**src/hw/rtl/modular_sequence_unwrap_unit_defines.svh**
```systemverilog
// Assertion macros for the modular sequence unwrap unit.
// Included by the RTL files that carry concurrent assertions.
// Compiled out when SYNTH is defined.
`ifndef MODULAR_SEQUENCE_UNWRAP_UNIT_DEFINES_SVH
`define MODULAR_SEQUENCE_UNWRAP_UNIT_DEFINES_SVH

`ifndef SYNTH

// Same-cycle implication.
`define MSU_ASSERT_IMPL(lbl, clk, rst_n, ante, cons) \
    lbl: assert property (@(posedge clk) disable iff (!rst_n) (ante) |-> (cons)) \
        else $error("msu assertion failed");

// Next-cycle implication.
`define MSU_ASSERT_NEXT(lbl, clk, rst_n, ante, cons) \
    lbl: assert property (@(posedge clk) disable iff (!rst_n) (ante) |=> (cons)) \
        else $error("msu assertion failed");

`else

`define MSU_ASSERT_IMPL(lbl, clk, rst_n, ante, cons)
`define MSU_ASSERT_NEXT(lbl, clk, rst_n, ante, cons)

`endif

`endif

```
**src/hw/rtl/msu_pkg.sv**
```systemverilog
// Package for the modular sequence unwrap unit.
// Field widths, register map and parameter defaults; no dependencies.
package msu_pkg;

    localparam int MOD_W    = 13;
    localparam int LIFTED_W = 26;
    localparam int LIFT_W   = 15;
    localparam int INCR_W   = 14;

    localparam logic [MOD_W-1:0] MOD_RESET = 13'd4096;

    localparam int DEF_SAMPLE_BITS = 12;
    localparam int DEF_MAX_MODULUS = 4096;

    localparam int APB_ADDR_W = 3;
    localparam int APB_DATA_W = 32;
    localparam int REG_IDX_W  = APB_ADDR_W - 2;

    localparam logic [REG_IDX_W-1:0] REG_MODULUS = 1'b0;

endpackage

```
**src/hw/rtl/modular_sequence_unwrap_unit.sv**
```systemverilog
// Modular sequence unwrap unit: lifts residues mod q to a continuous sequence.
// Depends on msu_pkg and modular_sequence_unwrap_unit_defines.svh.
//
// Samples arrive in runs of q (the modulus register). The first sample of a run
// passes unchanged with lift 0; each later sample is lifted by k*q so that it
// lands nearest the previous lifted value. One sample is in work at a time. The
// first sample of a run goes straight from accept to the output state; every other
// sample passes through the restoring divider, which produces one quotient bit per
// cycle, then a correction step, a comparison of the three candidate lifts, and the
// output state.
// The result sits in an output register, so a stalled result does not block the
// next sample's work until that sample is ready to be written out. Writing the
// modulus register restarts the run.
`include "modular_sequence_unwrap_unit_defines.svh"

module modular_sequence_unwrap_unit
    import msu_pkg::*;
#(
    parameter int SAMPLE_BITS = DEF_SAMPLE_BITS,
    parameter int MAX_MODULUS = DEF_MAX_MODULUS
) (
    input  logic                         i_clk,
    input  logic                         i_rst_n,

    input  logic                         psel,
    input  logic                         penable,
    input  logic                         pwrite,
    input  logic [APB_ADDR_W-1:0]        paddr,
    input  logic [APB_DATA_W-1:0]        pwdata,
    output logic [APB_DATA_W-1:0]        prdata,
    output logic                         pready,

    input  logic                         i_in_valid,
    output logic                         o_in_stall,
    input  logic [SAMPLE_BITS-1:0]       i_sample,

    output logic                         o_out_valid,
    input  logic                         i_out_stall,
    output logic signed [LIFTED_W-1:0]   o_lifted_value,
    output logic signed [LIFT_W-1:0]     o_lift,
    output logic signed [INCR_W-1:0]     o_increment,
    output logic                         o_last
);

    localparam int VAL_W  = ((SAMPLE_BITS > 2*MOD_W-1) ? SAMPLE_BITS : 2*MOD_W-1) + 2;
    localparam int NUM_W  = VAL_W + 1;
    localparam int QUO_W  = ((SAMPLE_BITS > MOD_W-1) ? SAMPLE_BITS : MOD_W-1) + 2;
    localparam int R_W    = MOD_W + QUO_W;
    localparam int KW     = QUO_W + 2;
    localparam int DB_W   = MOD_W + 3;
    localparam int CNT_W  = $clog2(QUO_W);

    typedef enum logic [2:0] {S_IDLE, S_DIV, S_FIX, S_CAND, S_DONE} t_state;

    t_state                    r_state;
    logic [MOD_W-1:0]          r_modulus;
    logic signed [VAL_W-1:0]   r_prev_val;
    logic signed [KW-1:0]      r_prev_k;
    logic [MOD_W-1:0]          r_pos;
    logic                      r_first;
    logic                      r_neg;
    logic [R_W-1:0]            r_rem;
    logic [R_W-1:0]            r_dq;
    logic [QUO_W-1:0]          r_quo;
    logic [CNT_W-1:0]          r_cnt;
    logic signed [KW-1:0]      r_k0;
    logic signed [DB_W-1:0]    r_dbase;
    logic [1:0]                r_ci;
    logic signed [KW-1:0]      r_best_k;
    logic [DB_W-1:0]           r_best_d;
    logic signed [VAL_W-1:0]   r_best_val;
    logic                      r_out_valid;
    logic signed [LIFTED_W-1:0] r_lifted;
    logic signed [LIFT_W-1:0]  r_lift;
    logic signed [INCR_W-1:0]  r_incr;
    logic                      r_last;

    logic [MOD_W-1:0]          q_eff;
    logic signed [MOD_W:0]     q_s;
    logic signed [MOD_W:0]     half_s;
    logic                      in_accept;
    logic                      cfg_wr;
    logic                      out_free;
    logic                      is_last;
    logic signed [NUM_W-1:0]   num;
    logic [NUM_W-1:0]          num_mag;
    logic                      div_ge;
    logic signed [KW-1:0]      quo_s;
    logic signed [DB_W-1:0]    rem_s;
    logic signed [DB_W-1:0]    off_s;
    logic signed [KW-1:0]      kdel;
    logic signed [DB_W-1:0]    cand_x;
    logic [DB_W-1:0]           cand_d;
    logic signed [KW-1:0]      cand_k;
    logic [KW-1:0]             cand_kmag;
    logic [KW-1:0]             best_kmag;
    logic                      cand_take;
    logic signed [VAL_W-1:0]   cand_val;

    always_comb begin
        if (r_modulus == '0) begin
            q_eff = MOD_W'(1);
        end else if (32'(r_modulus) > MAX_MODULUS) begin
            q_eff = MOD_W'(MAX_MODULUS);
        end else begin
            q_eff = r_modulus;
        end
    end

    assign q_s    = $signed({1'b0, q_eff});
    assign half_s = $signed({1'b0, q_eff >> 1});

    assign in_accept = (r_state == S_IDLE) && i_in_valid;
    assign cfg_wr    = psel && penable && pwrite && (paddr[APB_ADDR_W-1:2] == REG_MODULUS);
    assign out_free  = !r_out_valid || !i_out_stall;
    assign is_last   = r_pos >= (q_eff - MOD_W'(1));

    assign num     = NUM_W'(r_prev_val) - NUM_W'($signed({1'b0, i_sample})) + NUM_W'(half_s);
    assign num_mag = num[NUM_W-1] ? NUM_W'(-num) : NUM_W'(num);

    assign div_ge = r_rem >= r_dq;

    assign quo_s = $signed({2'b00, r_quo});
    assign rem_s = $signed({3'b000, r_rem[MOD_W-1:0]});

    always_comb begin
        case (r_ci)
            2'd1: begin
                off_s = -DB_W'(q_s);
                kdel  = -KW'(1);
            end
            2'd2: begin
                off_s = DB_W'(q_s);
                kdel  = KW'(1);
            end
            default: begin
                off_s = '0;
                kdel  = '0;
            end
        endcase
    end

    assign cand_x    = r_dbase + off_s;
    assign cand_d    = cand_x[DB_W-1] ? DB_W'(-cand_x) : DB_W'(cand_x);
    assign cand_k    = r_k0 + kdel;
    assign cand_kmag = cand_k[KW-1] ? KW'(-cand_k) : KW'(cand_k);
    assign best_kmag = r_best_k[KW-1] ? KW'(-r_best_k) : KW'(r_best_k);
    assign cand_val  = r_prev_val + VAL_W'(cand_x);

    assign cand_take = (r_ci == 2'd0) || (cand_d < r_best_d)
                    || ((cand_d == r_best_d) && (cand_kmag < best_kmag))
                    || ((cand_d == r_best_d) && (cand_kmag == best_kmag)
                        && (cand_k < r_best_k));

    always_ff @(posedge i_clk) begin
        if (!i_rst_n) begin
            r_state     <= S_IDLE;
            r_modulus   <= MOD_RESET;
            r_prev_val  <= '0;
            r_prev_k    <= '0;
            r_pos       <= '0;
            r_out_valid <= 1'b0;
            r_cnt       <= '0;
            r_ci        <= '0;
            r_first     <= 1'b0;
        end else begin
            if (r_out_valid && !i_out_stall && (r_state != S_DONE)) begin
                r_out_valid <= 1'b0;
            end
            unique case (r_state)
                S_IDLE: begin
                    if (in_accept) begin
                        r_best_k   <= '0;
                        r_best_val <= VAL_W'({1'b0, i_sample});
                        r_neg      <= num[NUM_W-1];
                        r_rem      <= R_W'(num_mag);
                        r_dq       <= R_W'(q_eff) << (QUO_W-1);
                        r_quo      <= '0;
                        r_cnt      <= '0;
                        if (r_pos == '0) begin
                            r_first <= 1'b1;
                            r_state <= S_DONE;
                        end else begin
                            r_first <= 1'b0;
                            r_state <= S_DIV;
                        end
                    end
                end
                S_DIV: begin
                    if (div_ge) begin
                        r_rem <= r_rem - r_dq;
                    end
                    r_quo <= {r_quo[QUO_W-2:0], div_ge};
                    r_dq  <= r_dq >> 1;
                    r_cnt <= r_cnt + CNT_W'(1);
                    if (r_cnt == CNT_W'(QUO_W-1)) begin
                        r_state <= S_FIX;
                    end
                end
                S_FIX: begin
                    r_k0    <= r_neg ? -quo_s : quo_s;
                    r_dbase <= DB_W'(half_s) - (r_neg ? -rem_s : rem_s);
                    r_ci    <= '0;
                    r_state <= S_CAND;
                end
                S_CAND: begin
                    if (cand_take) begin
                        r_best_k   <= cand_k;
                        r_best_d   <= cand_d;
                        r_best_val <= cand_val;
                    end
                    r_ci <= r_ci + 2'd1;
                    if (r_ci == 2'd2) begin
                        r_state <= S_DONE;
                    end
                end
                S_DONE: begin
                    if (out_free) begin
                        r_out_valid <= 1'b1;
                        r_lifted    <= LIFTED_W'(r_best_val);
                        r_lift      <= LIFT_W'(r_best_k);
                        r_incr      <= r_first ? '0 : INCR_W'(r_best_k - r_prev_k);
                        r_last      <= is_last;
                        if (!cfg_wr) begin
                            r_prev_val <= r_best_val;
                            r_prev_k   <= r_best_k;
                            r_pos      <= is_last ? '0 : r_pos + MOD_W'(1);
                        end
                        r_state     <= S_IDLE;
                    end
                end
                default: begin
                    r_state <= S_IDLE;
                end
            endcase
            if (cfg_wr) begin
                r_modulus  <= pwdata[MOD_W-1:0];
                r_prev_val <= '0;
                r_prev_k   <= '0;
                r_pos      <= '0;
            end
        end
    end

    assign prdata = (paddr[APB_ADDR_W-1:2] == REG_MODULUS) ? APB_DATA_W'(r_modulus) : '0;
    assign pready = 1'b1;

    assign o_in_stall     = r_state != S_IDLE;
    assign o_out_valid    = r_out_valid;
    assign o_lifted_value = r_lifted;
    assign o_lift         = r_lift;
    assign o_increment    = r_incr;
    assign o_last         = r_last;

    `MSU_ASSERT_IMPL(a_last_pos, i_clk, i_rst_n, r_out_valid, (r_last == (r_pos == '0)))
    `MSU_ASSERT_NEXT(a_div_start, i_clk, i_rst_n, (in_accept && (r_pos != '0)), (r_state == S_DIV))
    `MSU_ASSERT_NEXT(a_done_hold, i_clk, i_rst_n, ((r_state == S_DONE) && r_out_valid && i_out_stall), (r_state == S_DONE))
    `MSU_ASSERT_IMPL(a_rem_range, i_clk, i_rst_n, (r_state == S_FIX), (r_rem < R_W'(q_eff)))

endmodule

```
**config.mk**
```make
export PLATFORM = sky130hd
export DESIGN_NAME = modular_sequence_unwrap_unit
export DESIGN_NICKNAME = d
export VERILOG_FILES = /design/src/hw/rtl/msu_pkg.sv /design/src/hw/rtl/modular_sequence_unwrap_unit.sv
export VERILOG_INCLUDE_DIRS = /design/src /design/src/hw/rtl
export SDC_FILE = /design/constraint.sdc
export NUM_CORES = 1
export LEC_CHECK = 0
export BUFFER_PORTS_ARGS = -buffer_cell sky130_fd_sc_hd__buf_4
export CORE_MARGIN = 2
export CORE_UTILIZATION = 55
export DETAILED_ROUTE_END_ITERATION = 16
export HOLD_SLACK_MARGIN = 0.03
export MAX_ROUTING_LAYER = met4
export PLACE_DENSITY_LB_ADDON = 0.08
export SYNTH_ARGS = -nofsm -noshare
export SYNTH_HDL_FRONTEND = slang
export SYNTH_SLANG_ARGS = --single-unit
export TNS_END_PERCENT = 50
```
**constraint.sdc**
```tcl
create_clock -name i_clk -period 10.4 [get_ports i_clk]
set_clock_uncertainty 0.1 [all_clocks]
set_input_delay 1.56 -clock i_clk [delete_from_list [all_inputs] [get_ports i_clk]]
set_output_delay 1.56 -clock i_clk [all_outputs]
set_load 0.05 [all_outputs]
```
==> results of run 1 <==
[Yosys cell counts, drive strengths merged (17+ instances only)]
| library cell | instances | share of area, % |
|---|---|---|
| nand2 | 254 | 4.4 |
| edfxtp | 215 | 30 |
| nor2 | 211 | 3.7 |
| ha | 210 | 12 |
| a21oi | 197 | 4.6 |
| inv | 197 | 3.4 |
| xnor2 | 126 | 5.1 |
| o21ai | 117 | 2.8 |
| xor2 | 79 | 3.2 |
| dfxtp | 78 | 7.2 |
| clkbuf | 65 | 1.1 |
| a21o | 59 | 2.1 |
| nor2b | 52 | 1.5 |
| nor3 | 45 | 1.0 |
| nand3 | 38 | 0.88 |
| o21a | 36 | 1.3 |
| and2 | 29 | 0.84 |
| buf | 28 | 0.92 |
| nand2b | 26 | 0.75 |
| nand4 | 20 | 0.58 |
| or3 | 20 | 0.58 |
| a31oi | 19 | 0.55 |
| fa | 18 | 1.7 |
| and3 | 17 | 0.49 |
| nor4 | 17 | 0.52 |
| o31ai | 17 | 0.59 |
[power by group through the flow]
stage          clock, mW  combinational, mW  sequential (mW)
2_1_floorplan          0               2.63             1.95
3_3_place_gp           0               3.54             1.93
3_5_place_dp           0               3.60             1.94
4_1_cts             1.23               3.63             1.92
5_1_grt             1.28               4.01             1.95
6_report            1.21               3.63             1.92
[layer usage]
| layer | vias up | routed length, um | track usage [%] |
|---|---|---|---|
| met1 | 8238 | 26400 | 39.3 |
| met3 | 91 | 3510 | 4.58 |
| met4 | 0 | 1670 | 8.43 |
| met5 | - | 0 | - |
| li1 | 8609 | - | - |
| met2 | 459 | 26900 | 46.6 |
[worst min-delay path by stage]
stage                                      start                           end  slack (ps)  cells after the start
finish                   r_best_val[4]$_DFFE_PP_   o_lifted_value[4]$_DFFE_PP_         350                      0
global route        r_best_val[19]$_SDFFCE_PP0P_  o_lifted_value[19]$_DFFE_PP_         360                      0
CTS                      r_best_val[4]$_DFFE_PP_   o_lifted_value[4]$_DFFE_PP_         350                      0
detailed placement  r_best_val[17]$_SDFFCE_PP0P_  o_lifted_value[17]$_DFFE_PP_         330                      0
global placement    r_best_val[13]$_SDFFCE_PP0P_  o_lifted_value[13]$_DFFE_PP_         330                      0
floorplan                r_best_val[0]$_DFFE_PP_   o_lifted_value[0]$_DFFE_PP_         330                      0
[worst reg2reg max path: cells and delay by family (launching register included)]
family / cells / cell delay, ps
buf+inv: 1 / 280
simple gates: 15 / 4410
fa+ha+maj: 3 / 870
compound gates: 9 / 2220
flops: 1 / 370
xor+xnor: 1 / 220
[kinds of logic after synthesis]
kind of cell,after synthesis,synth area share (%)
compound gates,584,17.4
simple gates,774,17.1
buf+inv,292,5.52
other cells,2,0.0349
xor+xnor,205,8.33
fa+ha+maj,228,13.9
flops,293,37.2
mux,11,0.528
[sequential cells by signal, summed over array words and instances, names as in the netlist, 2 cells and up]
register        flops
r_state             3
r_best_k           16
o_increment        14
r_dq               26
r_best_d           16
r_ci                2
r_prev_k           14
r_pos              13
r_k0               16
r_modulus          13
o_lift             15
r_quo              14
r_best_val         27
r_prev_val         27
r_dbase            16
r_cnt               4
o_lifted_value     26
r_rem              27
[layout make-up]
type | instances | area share (%)
multi-input combinational | 1822 | 52.1
sequential | 293 | 33.5
clock buffer | 53 | 4.25
timing repair buffer | 122 | 3.88
inverter | 199 | 3.12
tap | 518 | 2.71
clock inverter | 11 | 0.445
antenna | 1 | 0.0105
==> impl_metrics.yaml, run 1 <==
status:
  status: "completed"
hold_path:
  hp-class: "flop to flop"
finish:
  layout-drive-gt1-share_pct: 8.52
  post-route-util_pct: 61.9
  final_cells: 3019
  multi_input_area_sq_mm: 0.0125
  post-route-cell-area_sq_mm: 0.0239
  nets: 2755
  n_fill_cell: 3376
  seqCellArea_sq_mm: 0.00802
  layout_common_cells: "254 x nand2_1, 215 x edfxtp_1, 210 x ha_1, 209 x nor2_1, 197 x inv_1"
  final_common_cell: "nand2_1"
  area_delta_synth_final_pct: 11.0
clock_network:
  cts_tree: "built"
  htreeDepth: 2
  clock_path_buffers: 3
  cts_buffers: 35
  postCtsHoldBufs: 0
  clk_pin_slew_ps: 60
  cts.sinks: 293
  post_cts_resized: 0
  clk_latency_ps: 550
  root_buffer: "clkbuf_16"
  postCtsSetupBuffers: 0
detailed_routing:
  drtAntennaViolNets: 0
  postRouteWirelength_mm: 58.4
  num_vias: 17400
  drt_first_pass_iters: 5
  drc: 0
  drtIter0Drc: 1136
  vias_per_cell: 5.76
  post_drt_wl_per_cell_um: 19.3
placed_design:
  dp_hpwl_mm: 45.3
  dp_cells: 2954
  post_dp_cell_area_sq_mm: 0.0228
  place_congestion: 0.943
  post-place-ws_ps: 1700
  numPortBuffers: 103
pwr:
  power.switching_mw: 2.96
  power.total_mw: 6.76
  p_int_mw: 3.80
  peakVddDrop_v: 0.000339
  leakagePower_nw: 10.1
  switching_share_pct: 43.8
  power_frac_seq_pct: 28.4
  combPwrFrac_pct: 53.7
  power-per-cell-area_mw_per_mm2: 283
  clock_power_share_pct: 17.8
die:
  die_area_sq_mm: 0.0408
  fp.dieH_um: 202
  ioPinCount: 145
  core_sq_mm: 0.0386
  die_w_um: 202
  rows: 72
  initial_utilization_pct: 55.8
synthesis:
  synthCells: 2389
  synth_cell_types: 87
  avgSynthCellArea_sq_um: 9.02
  synth_edf_count: 215
  synthArstFlopShare_pct: 0
  ys_seq_area_share_pct: 37.2
  ys_ff_latch: 293
  syn-cell-area_sq_mm: 0.0215
  yosysWarnings: 0
  synth_top_flop_cell: "edfxtp_1"
flow_run:
  maxCapViolCount: 0
sta:
  finalHoldViolations: 0
  worstMarginPinSlew_ps: 1160
  fin_hold_ws_ps: 346
  min_period_over_period_pct: 84.6
  min_period_ps: 8800
  rsz0062_at_grt: "no"
  final-max-slew-violation-count: 0
  maxSlewHeadroom_pct: 22.2
  tns_ps: 0
  setup_slack_ps: 1600
  max_freq_mhz: 114
  setup_viol: 0
setup_path:
  cp_num_cells: 29
  critical_path_peak_fanout: 27
  crit_slowest_cell: "nor4_1"
  cp.arrival_ps: 8940
  crit_path_frequent_cell: "ha_1"
  reg2reg_slack_ps: 1600
  start_kind: "flop"
  r2r-end: "r_best_val[19]$_SDFFCE_PP0P_"
  cp_top_family: "simple AND/OR/NAND/NOR gates"
  ff2ff_path_depth: 29
  critPathLaunch: "r_modulus[3]$_SDFFE_PN0P_"
  critPathBufInv: 1
  path_class: "flop to flop"
  end_kind: "flop"
  crit_required_ps: 10540
  critical_path.endpoint: "r_best_val[19]$_SDFFCE_PP0P_"
  reg2reg_from: "r_modulus[3]$_SDFFE_PN0P_"
  max_stage_delay_ps: 620
grt:
  gr-total-overflow: 0
  grt_util_all_layers_pct: 29.4
  grt_pass1_wl_mm: 91.3
  antenna_found_initial: 0
  grt_max_degree: 77
  grt_pass1_vias: 16600
(Power assumes the default switching activity.)
==> run 2, diff against run 1 <==
--- a/config.mk
+++ b/config.mk
@@ -6,6 +6,7 @@
 export SDC_FILE = /design/constraint.sdc
 export NUM_CORES = 1
 export LEC_CHECK = 0
+export ABC_AREA = 1
 export BUFFER_PORTS_ARGS = -buffer_cell sky130_fd_sc_hd__buf_4
 export CORE_MARGIN = 2
 export CORE_UTILIZATION = 55
==> constraint.sdc (replaced) <==
create_clock -name i_clk -period 9.05 [get_ports i_clk]
set_clock_uncertainty 0.1 [all_clocks]
set_input_delay 1.3575 -clock i_clk [delete_from_list [all_inputs] [get_ports i_clk]]
set_output_delay 1.3575 -clock i_clk [all_outputs]
set_load 0.05 [all_outputs]
==> impl_metrics.yaml, run 2 <==
sta:
  final-max-slew-violation-count: 0
  worstMarginPinSlew_ps: 1160
  setup_viol: 0
  finalHoldViolations: 0
  rsz0062_at_grt: "no"
  min_period_over_period_pct: 81.9
  min_period_ps: 7420
  maxSlewHeadroom_pct: 22.4
  max_freq_mhz: 135
  tns_ps: 0
synthesis:
  ys_seq_area_share_pct: 34.8
  synth_xor_area_share_pct: 4.98
  synth_top_family_by_area: "simple AND/OR/NAND/NOR gates"
  yosys.area_share.simple_pct: 23.4
  yosysTopAreaCellShare_pct: 28.0
  syn-cell-area_sq_mm: 0.0231
  synth_edf_count: 215
  synth_top_area_cell: "edfxtp_1"
  synth_most_common_cell: "nand2_1"
  synth_top_flop_cell: "edfxtp_1"
  synth_area_leaders: "edfxtp_1 28%, ha_1 11%, nand2_1 9.8%"
  avgSynthCellArea_sq_um: 7.56
  synth_cell_types: 62
  synth_adder_area_share_pct: 13.0
  yosys-top-cells-count: "601 x nand2_1, 505 x inv_1, 277 x a21oi_1, 268 x nor2_1, 215 x edfxtp_1"
  ys_ff_latch: 293
  synthArstFlopShare_pct: 0
  synth_mux_area_share_pct: 0
  yosysWarnings: 0
  synth_compound_area_share_pct: 13.7
  synthCells: 3050
placed_design:
  place_congestion: 0.975
  dp_hpwl_mm: 51.5
  numPortBuffers: 103
detailed_routing:
  postRouteWirelength_mm: 65.3
  drt_first_pass_iters: 6
  drtAntennaViolNets: 0
  post_drt_wl_per_cell_um: 17.6
  num_vias: 20400
  vias_per_cell: 5.49
  drc: 0
  drtIter0Drc: 1691
setup_path:
  crit_required_ps: 9150
  path_class: "flop to flop"
  cp_top_family: "buffers and inverters"
  cp.arrival_ps: 7510
  crit_slowest_cell: "inv_1"
  cp_num_cells: 29
  reg2reg_slack_ps: 1630
  crit_path_frequent_cell: "nand2_1"
  max_stage_delay_ps: 670
  end_kind: "flop"
  critPathBufInv: 5
  r2r-end: "r_best_val[19]$_SDFFCE_PP0P_"
  reg2reg_from: "r_modulus[12]$_SDFFE_PN1P_"
  start_kind: "flop"
  critical_path_peak_fanout: 33
  ff2ff_path_depth: 29
grt:
  gr-total-overflow: 0
  grt_max_degree: 86
  grt_pass1_vias: 19100
  antenna_found_initial: 0
  grt_pass1_wl_mm: 102
  grt_util_all_layers_pct: 30.5
pwr:
  peakVddDrop_v: 0.000219
  leakagePower_nw: 12.2
  power-per-cell-area_mw_per_mm2: 329
  power.total_mw: 8.40
clock_network:
  cts_buffers: 36
  root_buffer: "clkbuf_16"
  postCtsSetupBuffers: 0
  clk_pin_slew_ps: 60
  cts.sinks: 293
  postCtsHoldBufs: 0
  post_cts_resized: 0
  htreeDepth: 2
  clock_path_buffers: 3
  clk_latency_ps: 570
  cts_tree: "built"
flow_run:
  maxCapViolCount: 0
finish:
  area_delta_synth_final_pct: 10.6
  reg_top3: "r_best_val x27, r_prev_val x27, r_rem x27"
  layout_common_cells: "600 x nand2_1, 503 x inv_1, 277 x a21oi_1, 264 x nor2_1, 215 x edfxtp_1"
  num_antenna_cells: 0
  nets: 3434
  n_fill_cell: 3838
  final_common_cell: "nand2_1"
  layout-drive-gt1-share_pct: 8.97
hold_path:
  min_to: "o_lifted_value[5]$_DFFE_PP_"
  hp-start: "r_best_val[5]$_DFFE_PP_"
  hold_depth: 0
  hp-class: "flop to flop"
die:
  rows: 75
  fp.dieH_um: 209
  die_area_sq_mm: 0.0436
  ioPinCount: 145
  die_w_um: 209
  core_sq_mm: 0.0417
  initial_utilization_pct: 55.3
status:
  status: "completed"
==> run 2: cell count changes in the layout (fill, tap and decap cells not counted), sizes merged, moves of 29 or more <==
cell	delta
a21oi	+85
nand3	+122
inv	+324
nand4	+29
nor2	+78
o21ai	+97
nand2	+384
nor2b	-52
a21o	-49
xnor2	-92
==> run 2: power breakdown <==
part / total, mW / internal (mW) / switching, mW
sequential: 2.17 / 1.95 / 0.228
clock: 1.46 / 0.857 / 0.601
combinational: 4.77 / 1.52 / 3.25
total: 8.40 / 4.33 / 4.08
==> run 2: metrics by stage <==
step | instances | area [sq um] | worst slack, ps | util [%] | hold slack, ps
final | 3717 | 25500 | 1630 | 61.2 | 340
after global routing | 3717 | 25500 | 921 | 61.2 | 345
after CTS | 3717 | 25500 | 1700 | 61.2 | 341
after detailed placement | 3653 | 24300 | 1710 | 58.4 | 330
after global placement | 3653 | 24300 | 1810 | 58.4 | 324
after floorplan | 3068 | 23100 | 3180 | - | 321
==> run 2: cells by family (layout without fill, tap and decap cells) <==
group,after synthesis,count (layout)
AND/OR/NAND/NOR,1222,1222
buffers and inverters,596,706
AO/OA/AOI/OAI,583,583
flip-flops,293,293
adder cells (fa/ha/maj),228,228
XOR/XNOR,126,126
other,2,20
==> run 2: how the worst max path moves through the flow <==
stage	from	end	slack [ps]
after global placement	r_modulus[12]$_SDFFE_PN1P_	r_best_val[22]$_SDFFCE_PP0P_	1810
after global routing	r_modulus[12]$_SDFFE_PN1P_	r_best_val[19]$_SDFFCE_PP0P_	920
after detailed placement	r_modulus[8]$_SDFFE_PN0P_	r_best_val[18]$_SDFFCE_PP0P_	1710
after floorplan	r_modulus[8]$_SDFFE_PN0P_	r_best_k[0]$_SDFFCE_PP0P_	3180
final	r_modulus[12]$_SDFFE_PN1P_	r_best_val[19]$_SDFFCE_PP0P_	1630
after CTS	r_modulus[12]$_SDFFE_PN1P_	r_best_val[19]$_SDFFCE_PP0P_	1700
==> run 2: metal layers <==
| metal | up-vias | global-route usage, % | share of wire [%] |
|---|---|---|---|
| met5 | - | - | 0 |
| met4 | 0 | 9.68 | 2.9 |
| met3 | 94 | 2.99 | 5.9 |
| met2 | 628 | 46.3 | 44 |
| met1 | 9459 | 43.1 | 48 |
| li1 | 10200 | - | - |
==> run 2: layout make-up <==
| type | count | area, sq um | area share [%] |
|---|---|---|---|
| repair buffers | 116 | 871 | 3.41 |
| well taps | 539 | 674 | 2.64 |
| multi-input cells | 2179 | 12800 | 50.1 |
| flip-flops and latches | 293 | 8020 | 31.4 |
| clock inverters | 21 | 211 | 0.829 |
| inverters | 526 | 1980 | 7.75 |
| clock buffers | 43 | 970 | 3.80 |
==> run 3, diff against run 2 <==
--- a/config.mk
+++ b/config.mk
@@ -6,7 +6,7 @@
 export SDC_FILE = /design/constraint.sdc
 export NUM_CORES = 1
 export LEC_CHECK = 0
-export ABC_AREA = 1
+export ABC_AREA = 0
 export BUFFER_PORTS_ARGS = -buffer_cell sky130_fd_sc_hd__buf_4
 export CORE_MARGIN = 2
 export CORE_UTILIZATION = 55
==> constraint.sdc (replaced) <==
create_clock -name i_clk -period 6.3 [get_ports i_clk]
set_clock_uncertainty 0.1 [all_clocks]
set_input_delay 0.945 -clock i_clk [delete_from_list [all_inputs] [get_ports i_clk]]
set_output_delay 0.945 -clock i_clk [all_outputs]
set_load 0.05 [all_outputs]
==> impl_metrics.yaml, run 3 (synthesized netlist as in run 1, its figures left out) <==
sta:
  min_period_ps: 6790
  final-max-slew-violation-count: 0
  max_freq_mhz: 147
  setup_slack_ps: -490
  worstMarginPinSlew_ps: 1150
  tns_ps: -23280
  min_period_over_period_pct: 108
  maxSlewHeadroom_pct: 23.3
  setup_viol: 63
  rsz0062_at_grt: "yes"
  finalHoldViolations: 0
detailed_routing:
  drtIter0Drc: 1320
  drt_first_pass_iters: 6
  post_drt_wl_per_cell_um: 19.5
  num_vias: 18000
  drtAntennaViolNets: 0
  vias_per_cell: 5.75
  drc: 0
  postRouteWirelength_mm: 61.3
die:
  core_sq_mm: 0.0386
  initial_utilization_pct: 55.8
  die_area_sq_mm: 0.0408
  rows: 72
  die_w_um: 202
  ioPinCount: 145
  fp.dieH_um: 202
clock_network:
  cts_tree: "built"
  cts.sinks: 293
  clock_path_buffers: 3
  root_buffer: "clkbuf_16"
  clk_pin_slew_ps: 70
  htreeDepth: 2
  clk_latency_ps: 550
  cts_buffers: 35
  postCtsHoldBufs: 0
hold_path:
  hp-class: "flop to flop"
  hold_depth: 0
  min_to: "o_lifted_value[17]$_DFFE_PP_"
  hp-start: "r_best_val[17]$_SDFFCE_PP0P_"
pwr:
  peakVddDrop_v: 0.000425
  power.total_mw: 11.5
  leakagePower_nw: 10.9
  power-per-cell-area_mw_per_mm2: 453
finish:
  layout_common_cells: "251 x nand2_1, 233 x buf_4, 215 x edfxtp_1, 205 x ha_1, 203 x nor2_1"
  post-route-util_pct: 65.7
  post-route-cell-area_sq_mm: 0.0254
  nets: 2878
  final_cells: 3141
  layout-drive-gt1-share_pct: 15.1
  reg_top3: "r_best_val x27, r_prev_val x27, r_rem x27"
  final_common_cell: "nand2_1"
  num_antenna_cells: 0
  area_delta_synth_final_pct: 17.8
placed_design:
  dp_cells: 3053
  numPortBuffers: 103
  post_dp_cell_area_sq_mm: 0.0237
  place_congestion: 0.959
  dp_hpwl_mm: 47.1
setup_path:
  reg2reg_from: "r_modulus[7]$_SDFFE_PN0P_"
  end_kind: "flop"
  start_kind: "flop"
  cp.arrival_ps: 6940
  r2r-end: "r_best_val[20]$_SDFFCE_PP0P_"
  critical_path_peak_fanout: 7
  critPathBufInv: 5
  crit_slowest_cell: "or3_4"
  cp_top_family: "simple AND/OR/NAND/NOR gates"
  max_stage_delay_ps: 420
  crit_required_ps: 6450
  ff2ff_path_depth: 32
  path_class: "flop to flop"
  reg2reg_slack_ps: -490
grt:
  gr-total-overflow: 0
  grt_pass1_vias: 17000
  antenna_found_initial: 0
  grt_pass1_wl_mm: 94.6
  grt_util_all_layers_pct: 30.7
  grt_max_degree: 78
status:
  status: "finished, violations left"
  violations: "negative setup slack"
flow_run:
  maxCapViolCount: 0
==> run 3: layout make-up <==
type	instances	area [sq um]
fillers	3227	13300
multi-input cells	1822	12800
flip-flops and latches	293	8020
repair buffers	245	1970
clock buffers	48	1030
inverters	199	748
well taps	518	648
clock inverters	16	159
==> run 3: worst max-delay path by stage <==
stage / endpoint / from / slack [ps] / cells past startpoint
final: r_best_val[20]$_SDFFCE_PP0P_ / r_modulus[7]$_SDFFE_PN0P_ / -490 / 32
after global routing: r_best_val[20]$_SDFFCE_PP0P_ / r_modulus[7]$_SDFFE_PN0P_ / -690 / 31
after CTS: r_best_k[14]$_SDFFCE_PP0P_ / r_modulus[7]$_SDFFE_PN0P_ / -370 / 30
after detailed placement: r_best_val[25]$_SDFFCE_PP0P_ / r_modulus[7]$_SDFFE_PN0P_ / -450 / 28
after global placement: r_best_val[25]$_SDFFCE_PP0P_ / r_modulus[7]$_SDFFE_PN0P_ / -430 / 30
after floorplan: r_best_k[0]$_SDFFCE_PP0P_ / r_modulus[4]$_SDFFE_PN0P_ / -520 / 29
==> run 3: per-stage QoR <==
| stage | setup WS [ps] | hold WS [ps] |
|---|---|---|
| after global placement | -429 | 332 |
| after detailed placement | -451 | 331 |
| after global routing | -690 | 348 |
| final | -490 | 343 |
| after CTS | -371 | 345 |
| after floorplan | -515 | 326 |
==> run 3: report_power, final <==
group | internal (mW) | switching [mW] | total (mW)
sequential | 2.80 | 0.361 | 3.16
combinational | 2.43 | 3.85 | 6.28
clock | 1.24 | 0.835 | 2.07
==> run 3: what timing repair did <==
item                                    in CTS  in global routing
endpoints found under the setup margin      63                 74
pin swaps                                    8                 21
resized for setup                           29                 33
buffers inserted                            16                  6
cloned                                       2                  1
==> run 3: per-layer routing <==
metal	routed length, um	part of all wire [%]	up-vias	track usage (%)
li1	-	-	8868	-
met1	28400	46	8581	42.2
met2	27300	45	515	46.6
met3	3730	6.1	84	5.03
met4	1880	3.1	0	9.87
met5	0	0	-	-
